$ cat config.mk
export PLATFORM = sky130hd
export DESIGN_NAME = vtb_front
export DESIGN_NICKNAME = d
export VERILOG_FILES = /design/src/vtb_pkg.sv /design/src/vtb_front.sv
export SDC_FILE = /design/constraint.sdc
export NUM_CORES = 1
export LEC_CHECK = 0
export ABC_AREA = 1
export ABC_CLOCK_PERIOD_IN_PS = 8100
export BUFFER_PORTS_ARGS = -buffer_cell sky130_fd_sc_hd__buf_2
export CORE_MARGIN = 10
export CORE_UTILIZATION = 30
export CTS_BUF_LIST = sky130_fd_sc_hd__clkbuf_4 sky130_fd_sc_hd__clkbuf_8
export DETAILED_ROUTE_END_ITERATION = 10
export PLACE_DENSITY = 0.56
export SYNTH_ARGS = -nofsm -noshare
export SYNTH_HDL_FRONTEND = slang
export SYNTH_SLANG_ARGS = --single-unit
$ cat constraint.sdc
create_clock -name aclk -period 8.1 [get_ports aclk]
set_clock_uncertainty 0.2 [all_clocks]
set_input_delay 0.81 -clock aclk [delete_from_list [all_inputs] [get_ports aclk]]
set_output_delay 0.81 -clock aclk [all_outputs]
set_load 0.02 [all_outputs]
$ cat src/vtb_pkg.sv
package vtb_pkg;

    localparam int COORD_W     = 32;
    localparam int FRAC_BITS   = 16;
    localparam int CFG_W       = 64;
    localparam int CFG_ADDR_W  = 3;
    localparam int QUEUE_DEPTH = 4;
    localparam int S_DATA_W    = 96;
    localparam int M_DATA_W    = 288;
    localparam int PROD_W      = 2 * COORD_W;
    localparam int SUM_W       = PROD_W + 2;

    localparam logic [CFG_ADDR_W-1:0] REG_COL_X01 = 3'd0;
    localparam logic [CFG_ADDR_W-1:0] REG_COL_X23 = 3'd1;
    localparam logic [CFG_ADDR_W-1:0] REG_COL_Y01 = 3'd2;
    localparam logic [CFG_ADDR_W-1:0] REG_COL_Y23 = 3'd3;
    localparam logic [CFG_ADDR_W-1:0] REG_COL_Z01 = 3'd4;
    localparam logic [CFG_ADDR_W-1:0] REG_COL_Z23 = 3'd5;

    localparam logic [CFG_W-1:0] RST_COL_X01 = 64'h0000_0000_0001_0000;
    localparam logic [CFG_W-1:0] RST_COL_X23 = 64'h0;
    localparam logic [CFG_W-1:0] RST_COL_Y01 = 64'h0001_0000_0000_0000;
    localparam logic [CFG_W-1:0] RST_COL_Y23 = 64'h0;
    localparam logic [CFG_W-1:0] RST_COL_Z01 = 64'h0;
    localparam logic [CFG_W-1:0] RST_COL_Z23 = 64'h0000_0000_0001_0000;

    localparam logic signed [COORD_W-1:0] POS_MAX = 32'sh7FFF_FFFF;
    localparam logic signed [COORD_W-1:0] NEG_MAX = 32'sh8000_0000;

    typedef struct packed {
        logic [CFG_W-1:0] col_x01;
        logic [CFG_W-1:0] col_x23;
        logic [CFG_W-1:0] col_y01;
        logic [CFG_W-1:0] col_y23;
        logic [CFG_W-1:0] col_z01;
        logic [CFG_W-1:0] col_z23;
    } matrix_t;

    typedef struct packed {
        logic signed [COORD_W-1:0] x;
        logic signed [COORD_W-1:0] y;
        logic signed [COORD_W-1:0] z;
        logic                      last;
    } vertex_t;

    typedef struct packed {
        logic valid;
    } queue_ctl_t;

endpackage

$ cat src/vtb_front.sv
module vtb_front #(
    parameter int DEPTH = 4
) (
    input  logic                         aclk,
    input  logic                         aresetn,
    input  logic                         s_tvalid,
    output logic                         s_tready,
    input  logic [vtb_pkg::S_DATA_W-1:0] s_tdata,  // in_x, in_y, in_z
    input  logic                         s_tlast,  // set_end
    input  logic                         pop,
    output vtb_pkg::queue_ctl_t          ctl,
    output vtb_pkg::vertex_t             head
);
    import vtb_pkg::*;

    localparam int PTR_W = (DEPTH > 1) ? $clog2(DEPTH) : 1;
    localparam int CNT_W = $clog2(DEPTH + 1);

    vertex_t                 entry_reg [DEPTH];
    logic    [PTR_W-1:0]     wr_ptr_reg, wr_ptr_next;
    logic    [PTR_W-1:0]     rd_ptr_reg, rd_ptr_next;
    logic    [CNT_W-1:0]     count_reg, count_next;
    logic                    push;
    logic                    do_pop;
    vertex_t                 beat;

    assign beat.x    = s_tdata[COORD_W-1:0];
    assign beat.y    = s_tdata[2*COORD_W-1:COORD_W];
    assign beat.z    = s_tdata[3*COORD_W-1:2*COORD_W];
    assign beat.last = s_tlast;

    assign s_tready = (count_reg != CNT_W'(DEPTH));
    assign push     = s_tvalid && s_tready;
    assign do_pop   = pop && (count_reg != '0);

    assign ctl.valid = (count_reg != '0);
    assign head      = entry_reg[rd_ptr_reg];

    always_comb begin
        wr_ptr_next = wr_ptr_reg;
        rd_ptr_next = rd_ptr_reg;
        count_next  = count_reg;
        if (push) begin
            wr_ptr_next = (wr_ptr_reg == PTR_W'(DEPTH - 1)) ? '0 : wr_ptr_reg + 1'b1;
        end
        if (do_pop) begin
            rd_ptr_next = (rd_ptr_reg == PTR_W'(DEPTH - 1)) ? '0 : rd_ptr_reg + 1'b1;
        end
        if (push && !do_pop) begin
            count_next = count_reg + 1'b1;
        end else if (do_pop && !push) begin
            count_next = count_reg - 1'b1;
        end
    end

    always_ff @(posedge aclk) begin
        if (!aresetn) begin
            wr_ptr_reg <= '0;
            rd_ptr_reg <= '0;
            count_reg  <= '0;
        end else begin
            wr_ptr_reg <= wr_ptr_next;
            rd_ptr_reg <= rd_ptr_next;
            count_reg  <= count_next;
        end
    end

    always_ff @(posedge aclk) begin
        if (push) begin
            entry_reg[wr_ptr_reg] <= beat;
        end
    end

endmodule

# Word-level counts from Yosys, hierarchy flattened
# Memories as Yosys holds them, arrays and structs flattened. A register that Yosys moved wholly into a read port is not among the register bits.
# Cells that the tools add are included.
totals:
  elab_cells: 27
  inputBits: 101
  register_bits: 7
  output_inout_bits: 99
  ram_bits: 388
  mem_count: 1
classes:
  eq_ne: 3
  n_reduce_logical: 8
  muxes: 8
  add_sub_neg: 4
memory_table:
  columns: ["memory", "words", "width", "read_ports", "rd_ports_with_merged_regs", "wr", "line", "text"]
  rows:
  - ["entry_reg", 4, 97, 1, 1, 1, "vtb_front.sv:19", "vertex_t entry_reg [DEPTH];"]
op_table:
  columns: ["cell", "n"]
  rows:
  - ["$mux W2", 4]
  - ["$mux W3", 2]
  - ["$add A2 B1 Y2 const B", 2]
  - ["$eq A2 B2 Y1 const B", 2]
  - ["$logic_and A1 B1 Y1", 4]
  - ["$add A3 B1 Y3 const B", 1]
  - ["$ne A3 B3 Y1 const B", 1]
  - ["$reduce_bool A3 Y1", 1]
  - ["$sub A3 B1 Y3 const B", 1]
  - ["$logic_not A1 Y1", 2]
  - ["$mux W1", 2]
  - ["$reduce_bool A2 Y1", 1]

# Logic depth before layout (Yosys ltp)
# Gate-level depths: netlist of run 1.
depth:
  word_depth: 6
  depth_mapped: 13
  depth_no_buf: 13

# Worst setup path before layout of run 1
# OpenSTA, ideal clock, no wires.
synth_path:
  kind: "input to register"
  startpoint: "input s_tvalid"
  endpoint: "memory entry_reg[0][0] (netlist bit), enable pin"
  setup_ns: 0.554
  path_slack_ns: 2.343
  n_path_buf: 0
  required_time_ns: 7.346
  arrival_time_ns: 5.003
  cell_stages: 2
  cell_sequence: "nand2_1 nor2_1"
synth_via:
  elab_chain_len: 3
synth_lines:
  columns: ["item", "line", "text"]
  rows:
  - ["start, declared", "vtb_front.sv:6", "input logic s_tvalid,"]
  - ["$logic_and A1 B1 Y1", "vtb_front.sv:33", "assign push = s_tvalid && s_tready;"]
  - ["$mux W1", "vtb_front.sv:69", "if (push) begin"]
  - ["$mux W1 (not written as such)", "vtb_front.sv:70", "entry_reg[wr_ptr_reg] <= beat;"]
  - ["end, declared", "vtb_front.sv:19", null]
# No other way between the ends.

==> results of run 1 <==
-- layer usage --
| layer | up-vias | GRT usage (%) | part of all wire, % |
|---|---|---|---|
| met5 | - | 0 | 0.077 |
| met4 | 6 | 3.98 | 1.7 |
| met3 | 59 | 3.82 | 6.7 |
| met2 | 258 | 18.1 | 47 |
| met1 | 4421 | 15.0 | 44 |
| li1 | 4241 | - | - |
-- worst max path at each step --
| stage | cells past startpoint | slack (ps) | start | to |
|---|---|---|---|---|
| detailed placement | 5 | 4420 | register | head[10] |
| finish | 5 | 3920 | register | head[26] |
| CTS | 5 | 3710 | register | head[10] |
| global route | 5 | 3590 | register | head[49] |
| global placement | 5 | 4450 | register | head[13] |
| floorplan | 2 | 2340 | s_tvalid | entry_reg[0][0] |
-- logic make-up after synthesis --
kind of cell	after synthesis	share of synthesized area [%]
adders and majority gates	7	0.641
buffers and inverters	79	2.96
AOI/OAI and AO/OA	295	10.8
DFF	397	79.8
and+or+nand+nor	229	5.85
-- cell type report --
| class | instances | area [um^2] | area share [%] |
|---|---|---|---|
| Clock buffer | 96 | 1160 | 6.53 |
| Tap cell | 664 | 831 | 4.68 |
| Inverter | 17 | 70.1 | 0.395 |
| Timing Repair Buffer | 212 | 1090 | 6.16 |
| Clock inverter | 22 | 164 | 0.923 |
| Sequential cell | 397 | 11800 | 66.7 |
| Multi-Input combinational cell | 531 | 2590 | 14.6 |
| Antenna cell | 4 | 10.0 | 0.0564 |
-- worst max-delay path: stages (launching register included) --
cell,delay [ps]
dfxtp_4,700
clkinv_2,700
buf_4,620
o21ai_1,190
o22ai_1,140
buf_2,190
-- per-stage QoR --
step	std cells	hold WS [ps]	total power, W	setup WS [ps]	utilization [%]
floorplan	1007	280	0.00377	2340	-
finish	1943	208	0.00604	3920	36.3
global placement	1821	293	0.00435	4450	33.6
detailed placement	1821	310	0.00437	4420	33.6
global route	1941	153	0.00640	3590	36.3
CTS	1939	123	0.00616	3710	36.3
-- power breakdown --
group | total (W) | internal, W | switching, W
Combinational | 0.00169 | 0.000472 | 0.00122
Clock | 0.00176 | 0.000986 | 0.000774
Sequential | 0.00260 | 0.00251 | 0.0000901
Total | 0.00604 | 0.00396 | 0.00208
-- placed cells by master (no fill, tap or decap), drive strengths merged --
cell type / Yosys / final
diode: 0 / 4
o21ai: 196 / 196
dfxtp: 9 / 9
clkinv: 0 / 16
nand4: 1 / 1
nor2: 211 / 211
nand2: 15 / 15
buf: 34 / 212
inv: 17 / 17
o22ai: 97 / 97
nand3: 1 / 1
a21oi: 2 / 2
bufinv: 0 / 2
nand3b: 1 / 1
clkbuf: 28 / 96
ha: 6 / 6
clkinvlp: 0 / 4
edfxtp: 388 / 388
fa: 1 / 1
==> results.rst, run 1 <==
.. list-table::
   :header-rows: 1

   * - Metric
     - Value
   * - Outcome
     - complete, no violations
   * - Hold Startpoint
     - s_tdata[75]
   * - Max Cap Viol
     - 0
   * - # clock sinks
     - 397
   * - Clock tree root driver cell
     - clkbuf_8
   * - Ys async rst share
     - 0%
   * - Dominant cell by count in the synthesized netlist
     - edfxtp_1
   * - Remaining antenna violation count after routing
     - 0
   * - HP Class
     - in -> reg
   * - Area added between synthesis and finish
     - 19.7%
   * - Power density cells
     - 340 mW/mm^2
   * - Relative slew slack
     - between 30 and 40%
   * - Biggest area consumer among synthesized cells
     - edfxtp_1
   * - Count of routing violations after the opening detailed-route iteration
     - 549
   * - Max frequency
     - ~240 MHz
   * - Synthesized instance count
     - 1007
   * - Setup repair bufs after CTS
     - 0
   * - Number of remaining DRC errors
     - 0
   * - Number of flip-flops under the largest register name
     - ~390
   * - Clock Path Buffers
     - 3
   * - Number of buffer cells added on primary ports
     - around 200
   * - Top cells by count, synth
     - 388 x edfxtp_1, 211 x nor2_1, 133 x o21ai_0
   * - CP Launch Type
     - register
   * - Count of final hold-check violations
     - 0
   * - Dominant cells by area after synthesis
     - edfxtp_1 79%, nor2_1 5.3%, o21ai_0 4.5%, o22ai_1 4.1%, o21ai_1 2.1%
   * - Global-route wire length before repair
     - around 53000 um
   * - Via count of the first global-routing pass
     - 8981
   * - Critical R2R Capture
     - entry_reg[3][51]
   * - Post_cts resized
     - 0
   * - Placeable Area
     - between 0.04 and 0.05 mm^2
   * - P_leak
     - ~6.1 nW
   * - Filler instances
     - around 4700
   * - Flops & latches, synth
     - between 300 and 400
   * - Post-place instance area
     - 0.0164 mm^2
   * - Critical path class
     - reg -> out
   * - Final critical delay including setup and external delays
     - approximately 4200 ps
   * - Hold endpoint
     - entry_reg[3][12]
   * - Largest driver fanout on the critical path
     - 60
   * - CTS Hold Buffers Added
     - 0
   * - Width of the die
     - about 240 um
   * - Register area share after synthesis
     - 79.8%
   * - Signal arrival time at the worst endpoint
     - about 3200 ps
   * - Starting utilization of the core area
     - a little under a third
   * - H-Tree Depth
     - 3
   * - Floorplan die height
     - about 240 um
   * - Maximum number of pins on one net before global-route repair
     - roughly 110
   * - RSZ-0062 raised after global routing
     - false
   * - Global route total overflow
     - 0
   * - Number of distinct library cells after synthesis
     - 20
   * - Total routing resource utilization after global routing
     - 11.6%
   * - Period utilization
     - between 50% and 60%
   * - Type of element capturing the critical path
     - output port
   * - Post-route cell area
     - between 0.015 and 0.02 mm^2
   * - Post-detailed-routing wire length
     - around 35000 um
   * - Worst r2r path cells
     - 5
   * - Global placer's final weighted congestion
     - 0.699
   * - Post-DR vias/cell
     - approximately 4.6
   * - I/O pin total
     - 200
   * - Final HPWL from detailed placement
     - slightly below 20000 um
   * - Post-synthesis area per instance
     - around 15 um^2
   * - CTS Buf Count
     - 69
   * - Max Transition Viols Final
     - 0
   * - Post-synth net total
     - 1115
   * - Number of warnings reported in the yosys synthesis log
     - 0
   * - Site row count
     - 81
   * - Startpoint of the most critical register-to-register path
     - count_reg[0]
   * - Die area
     - about 0.059 mm^2
   * - Number of stages on the worst hold path
     - 1
   * - Clk slew on worst S/H paths
     - 60 ps
   * - Synth top area share
     - roughly four fifths
   * - Setup TNS Final
     - 0 ps
   * - Worst reg2reg setup slack
     - roughly 5700 ps
   * - CTS tree
     - done
   * - Post-DR wirelength/cell
     - 18.0 um
   * - Number of synthesized flops with an enable pin
     - 388
   * - Measured slew at the worst slew-check pin
     - ~1000 ps
   * - Initial antenna violation count
     - 7
   * - Insertion delay to the later sink of the worst-skew pair
     - ~600 ps
   * - Total number of nets in the final design
     - roughly 1300
   * - Worst IR drop on VDD
     - 211 uV
   * - 1st-pass router iterations
     - 4
   * - Final setup vio count
     - 0
   * - Via Count
     - roughly 9000
   * - Most used DFF post-synth
     - edfxtp_1
   * - Data required time at the worst endpoint
     - roughly 7100 ps
   * - Proportion of layout cells with a drive suffix above 1
     - between 20% and 30%
   * - Combined area of all synthesized cells
     - approximately 0.015 mm^2
Note: power is estimated with default switching activity, not from simulation.
==> run 2, diff against run 1 <==
Settings changed: ABC_AREA 1 to 0, ABC_CLOCK_PERIOD_IN_PS 8100 to 3400, PLACE_DENSITY 0.56 to 0.58.
Clock period 8.1 ns to 3.4 ns, I/O delays scaled along.
==> run 2 against run 1 <==
Compared with the run above:
- critical path depth down 2
- utilization up 2.8 points
- via count down 22%
- total power up 120%
- design area up 4.9%
- largest cell class unchanged
==> results.rst, run 2 <==
.. list-table::
   :header-rows: 1

   * - Metric
     - Value
   * - Clock tree root driver cell
     - clkbuf_8
   * - Relative slew slack
     - 58.5% (+25 points)
   * - Register area share after synthesis
     - 81.8% (+2.1 points)
   * - I/O pin total
     - 200 (unchanged)
   * - Post-synth net total
     - 666 (-40%)
   * - Site row count
     - 80 (-1.2%)
   * - Count of routing violations after the opening detailed-route iteration
     - 471 (-14%)
   * - P_leak
     - 6.26 nW (+1.8%)
   * - HP Class
     - in -> reg
   * - Dominant cell by count in the synthesized netlist
     - edfxtp_1
   * - Most common library cell in the layout ignoring fill and taps
     - edfxtp_1
   * - Post-synthesis area per instance
     - 25.9 um^2 (+76%)
   * - CTS tree
     - done
   * - Final HPWL from detailed placement
     - 18400 um (-6.2%)
   * - Number of distinct library cells after synthesis
     - 26 (+30%)
   * - Global placer's final weighted congestion
     - 0.678 (-3.0%)
   * - Filler instances
     - 4327 (-7.9%)
   * - Synth top area share
     - 80.6% (+2.0 points)
   * - Startpoint of the most critical register-to-register path
     - count_reg[0]
   * - Starting utilization of the core area
     - 30.3% (+0.042 points)
   * - Global-route wire length before repair
     - 47400 um (-11%)
   * - Clk slew on worst S/H paths
     - 60 ps (about the same)
   * - Sw Ratio
     - 28.6% (-5.8 points)
   * - Setup TNS Final
     - 0 ps (unchanged)
   * - Placeable Area
     - 0.0476 mm^2 (-2.7%)
   * - Initial antenna violation count
     - 2 (-5)
   * - Count of final hold-check violations
     - 0 (unchanged)
   * - Worst r2r path cells
     - 7 (+2)
   * - Maximum number of pins on one net before global-route repair
     - 43 (-61%)
   * - Flops & latches, synth
     - 397 (unchanged)
   * - CTS Buf Count
     - 67 (-2.9%)
   * - Tot Pwr
     - 0.0133 W (+120%)
   * - Biggest area consumer among synthesized cells
     - edfxtp_1
   * - 1st-pass router iterations
     - 6 (+2)
   * - Total number of nets in the final design
     - 1026 (-23%)
   * - Proportion of layout cells with a drive suffix above 1
     - 43.4% (+18 points)
   * - Largest driver fanout on the critical path
     - 29 (-52%)
   * - Critical R2R Capture
     - count_reg[2]
   * - Outcome
     - complete, no violations
   * - Ys async rst share
     - 0% (unchanged)
   * - Remaining antenna violation count after routing
     - 0 (unchanged)
   * - Data required time at the worst endpoint
     - 2860 ps (-4230 ps)
   * - Measured slew at the worst slew-check pin
     - 623 ps (-373 ps)
   * - Width of the die
     - 240 um (-1.2%)
   * - Number of synthesized flops with an enable pin
     - 388 (unchanged)
   * - Number of flip-flops under the largest register name
     - 388 (unchanged)
   * - Via Count
     - 7050 (-22%)
   * - Power density cells
     - 715 mW/mm^2 (+110%)
   * - Net switching power
     - 0.00381 W (+83%)
   * - Signal arrival time at the worst endpoint
     - 2360 ps (-810 ps)
   * - Max Transition Viols Final
     - 0 (unchanged)
   * - RSZ-0062 raised after global routing
     - false
   * - Number of buffer cells added on primary ports
     - 199 (unchanged)
   * - Die area
     - 0.0574 mm^2 (-2.3%)
   * - Top cells by count, synth
     - 388 x edfxtp_1, 97 x mux4_2, 11 x buf_2
   * - Floorplan die height
     - 240 um (-1.2%)
   * - Clock Path Buffers
     - 3 (unchanged)
   * - Combined area of all synthesized cells
     - 0.0145 mm^2 (-2.5%)
   * - Global route total overflow
     - 0 (unchanged)
   * - Max frequency
     - 345 MHz
   * - Max Cap Viol
     - 0 (unchanged)
   * - H-Tree Depth
     - 3 (unchanged)
   * - Power Internal
     - 0.00951 W (+140%)
   * - Most used DFF post-synth
     - edfxtp_1
   * - CTS Hold Buffers Added
     - 102 (+102)
   * - CP Launch Type
     - register
   * - Post-DR vias/cell
     - 4.47 (-3.3%)
   * - Part of the total power dissipated in combinational logic
     - 24.1% (-3.8 points)
   * - # clock sinks
     - 397 (unchanged)
   * - Worst IR drop on VDD
     - 372 uV (+76%)
   * - Total routing resource utilization after global routing
     - 11.0% (-0.62 points)
   * - Seq pwr share
     - 46.0% (+3.0 points)
   * - Area added between synthesis and finish
     - 28.9%
   * - Worst setup path endpoint
     - head[31]
   * - Insertion delay to the later sink of the worst-skew pair
     - 610 ps (about the same)
   * - Number of remaining DRC errors
     - 0 (unchanged)
   * - Synthesized instance count
     - 558 (-45%)
   * - Post-DR wirelength/cell
     - 19.9 um (+11%)
   * - Type of element capturing the critical path
     - output port
   * - Post_cts resized
     - 0 (unchanged)
   * - Setup repair bufs after CTS
     - 0 (unchanged)
   * - Period utilization
     - a little under nine tenths
   * - Dominant cells by area after synthesis
     - edfxtp_1 81%, mux4_2 15%, dfxtp_1 1.2%, ha_1 0.52%, buf_6 0.39%
   * - Most used cells in the layout excluding fill and tap cells
     - 388 x edfxtp_1, 199 x buf_2, 102 x dlygate4sd3_1
   * - Post-detailed-routing wire length
     - 31400 um (-10%)
   * - Number of warnings reported in the yosys synthesis log
     - 0 (unchanged)
   * - Power share of the clock group
     - 29.9% (+0.8 points)
   * - Worst reg2reg setup slack
     - 820 ps (-4890 ps)
   * - Final setup vio count
     - 0 (unchanged)
   * - Via count of the first global-routing pass
     - 7843 (-13%)
   * - Critical path class
     - reg -> out
   * - Final critical delay including setup and external delays
     - 2900 ps
[run 2: cell types whose count changed after synthesis, sizes merged, moves of 18 or more]
cell	delta
o21ai	-192
buf	-18
mux4	+97
o22ai	-97
nor2	-209
clkbuf	-20
[run 2: worst min path at each step]
stage,start,end,slack (ps),depth (start not counted)
4_1_cts,s_tdata[81],entry_reg[2][18],180,2
2_1_floorplan,s_tlast,entry_reg[0][0],240,0
3_3_place_gp,count_reg[2],count_reg[2],310,2
3_5_place_dp,wr_ptr_reg[1],wr_ptr_reg[1],300,2
6_report,s_tdata[7],entry_reg[3][72],280,2
5_1_grt,s_tdata[38],entry_reg[2][39],230,2
[run 2: final cells by class]
| type | count | area [um^2] | area share [%] |
|---|---|---|---|
| multi-input cells | 134 | 2480 | 13.3 |
| flip-flops and latches | 397 | 11800 | 63.5 |
| clock inverters | 21 | 116 | 0.625 |
| diodes | 2 | 5.00 | 0.0269 |
| repair buffers | 315 | 2280 | 12.3 |
| inverters | 3 | 11.3 | 0.0604 |
| well taps | 615 | 769 | 4.13 |
| clock buffers | 90 | 1120 | 6.01 |
[run 2: cells by family after synthesis]
family                   after synthesis  synth area share, %
adder cells (fa/ha/maj)                7                0.658
XOR/XNOR                               2                0.121
AND/OR/NAND/NOR                       20                0.814
AO/OA/AOI/OAI                          6                0.242
multiplexers                          99                 15.3
flip-flops                           397                 81.8
buffers and inverters                 27                 1.06
[run 2: power groups by stage]
stage / sequential (W) / combinational, W / clock, W
finish: 0.00612 / 0.00322 / 0.00398
CTS: 0.00614 / 0.00332 / 0.00415
detailed placement: 0.00624 / 0.00321 / 0
global placement: 0.00622 / 0.00319 / 0
floorplan: 0.00613 / 0.00214 / 0
global route: 0.00618 / 0.00347 / 0.00436
[run 2: layer usage]
metal  vias to the layer above  global-route usage (%)  part of all wire, %
met4                         0                    4.15                  2.2
li1                       3128                       -                    -
met1                      3645                    13.6                   43
met2                       216                    17.3                   48
met5                         -                       0                    0
met3                        61                    4.13                  7.5
[run 2: worst max-delay path, stage by stage (launching register included)]
cell	delay (ps)
dfxtp_4	650
buf_12	330
mux4_2	570
buf_2	180
[run 2: metrics by stage]
stage / std cells / setup slack (ps) / util (%) / hold WS (ps) / cell area [um^2]
3_3_place_gp: 1362 / 858 / 34.4 / 311 / 16400
3_5_place_dp: 1362 / 825 / 34.4 / 304 / 16400
2_1_floorplan: 558 / 774 / - / 239 / 14500
6_report: 1577 / 502 / 39.1 / 282 / 18600
5_1_grt: 1575 / 266 / 39.1 / 231 / 18600
4_1_cts: 1575 / 307 / 39.1 / 184 / 18600
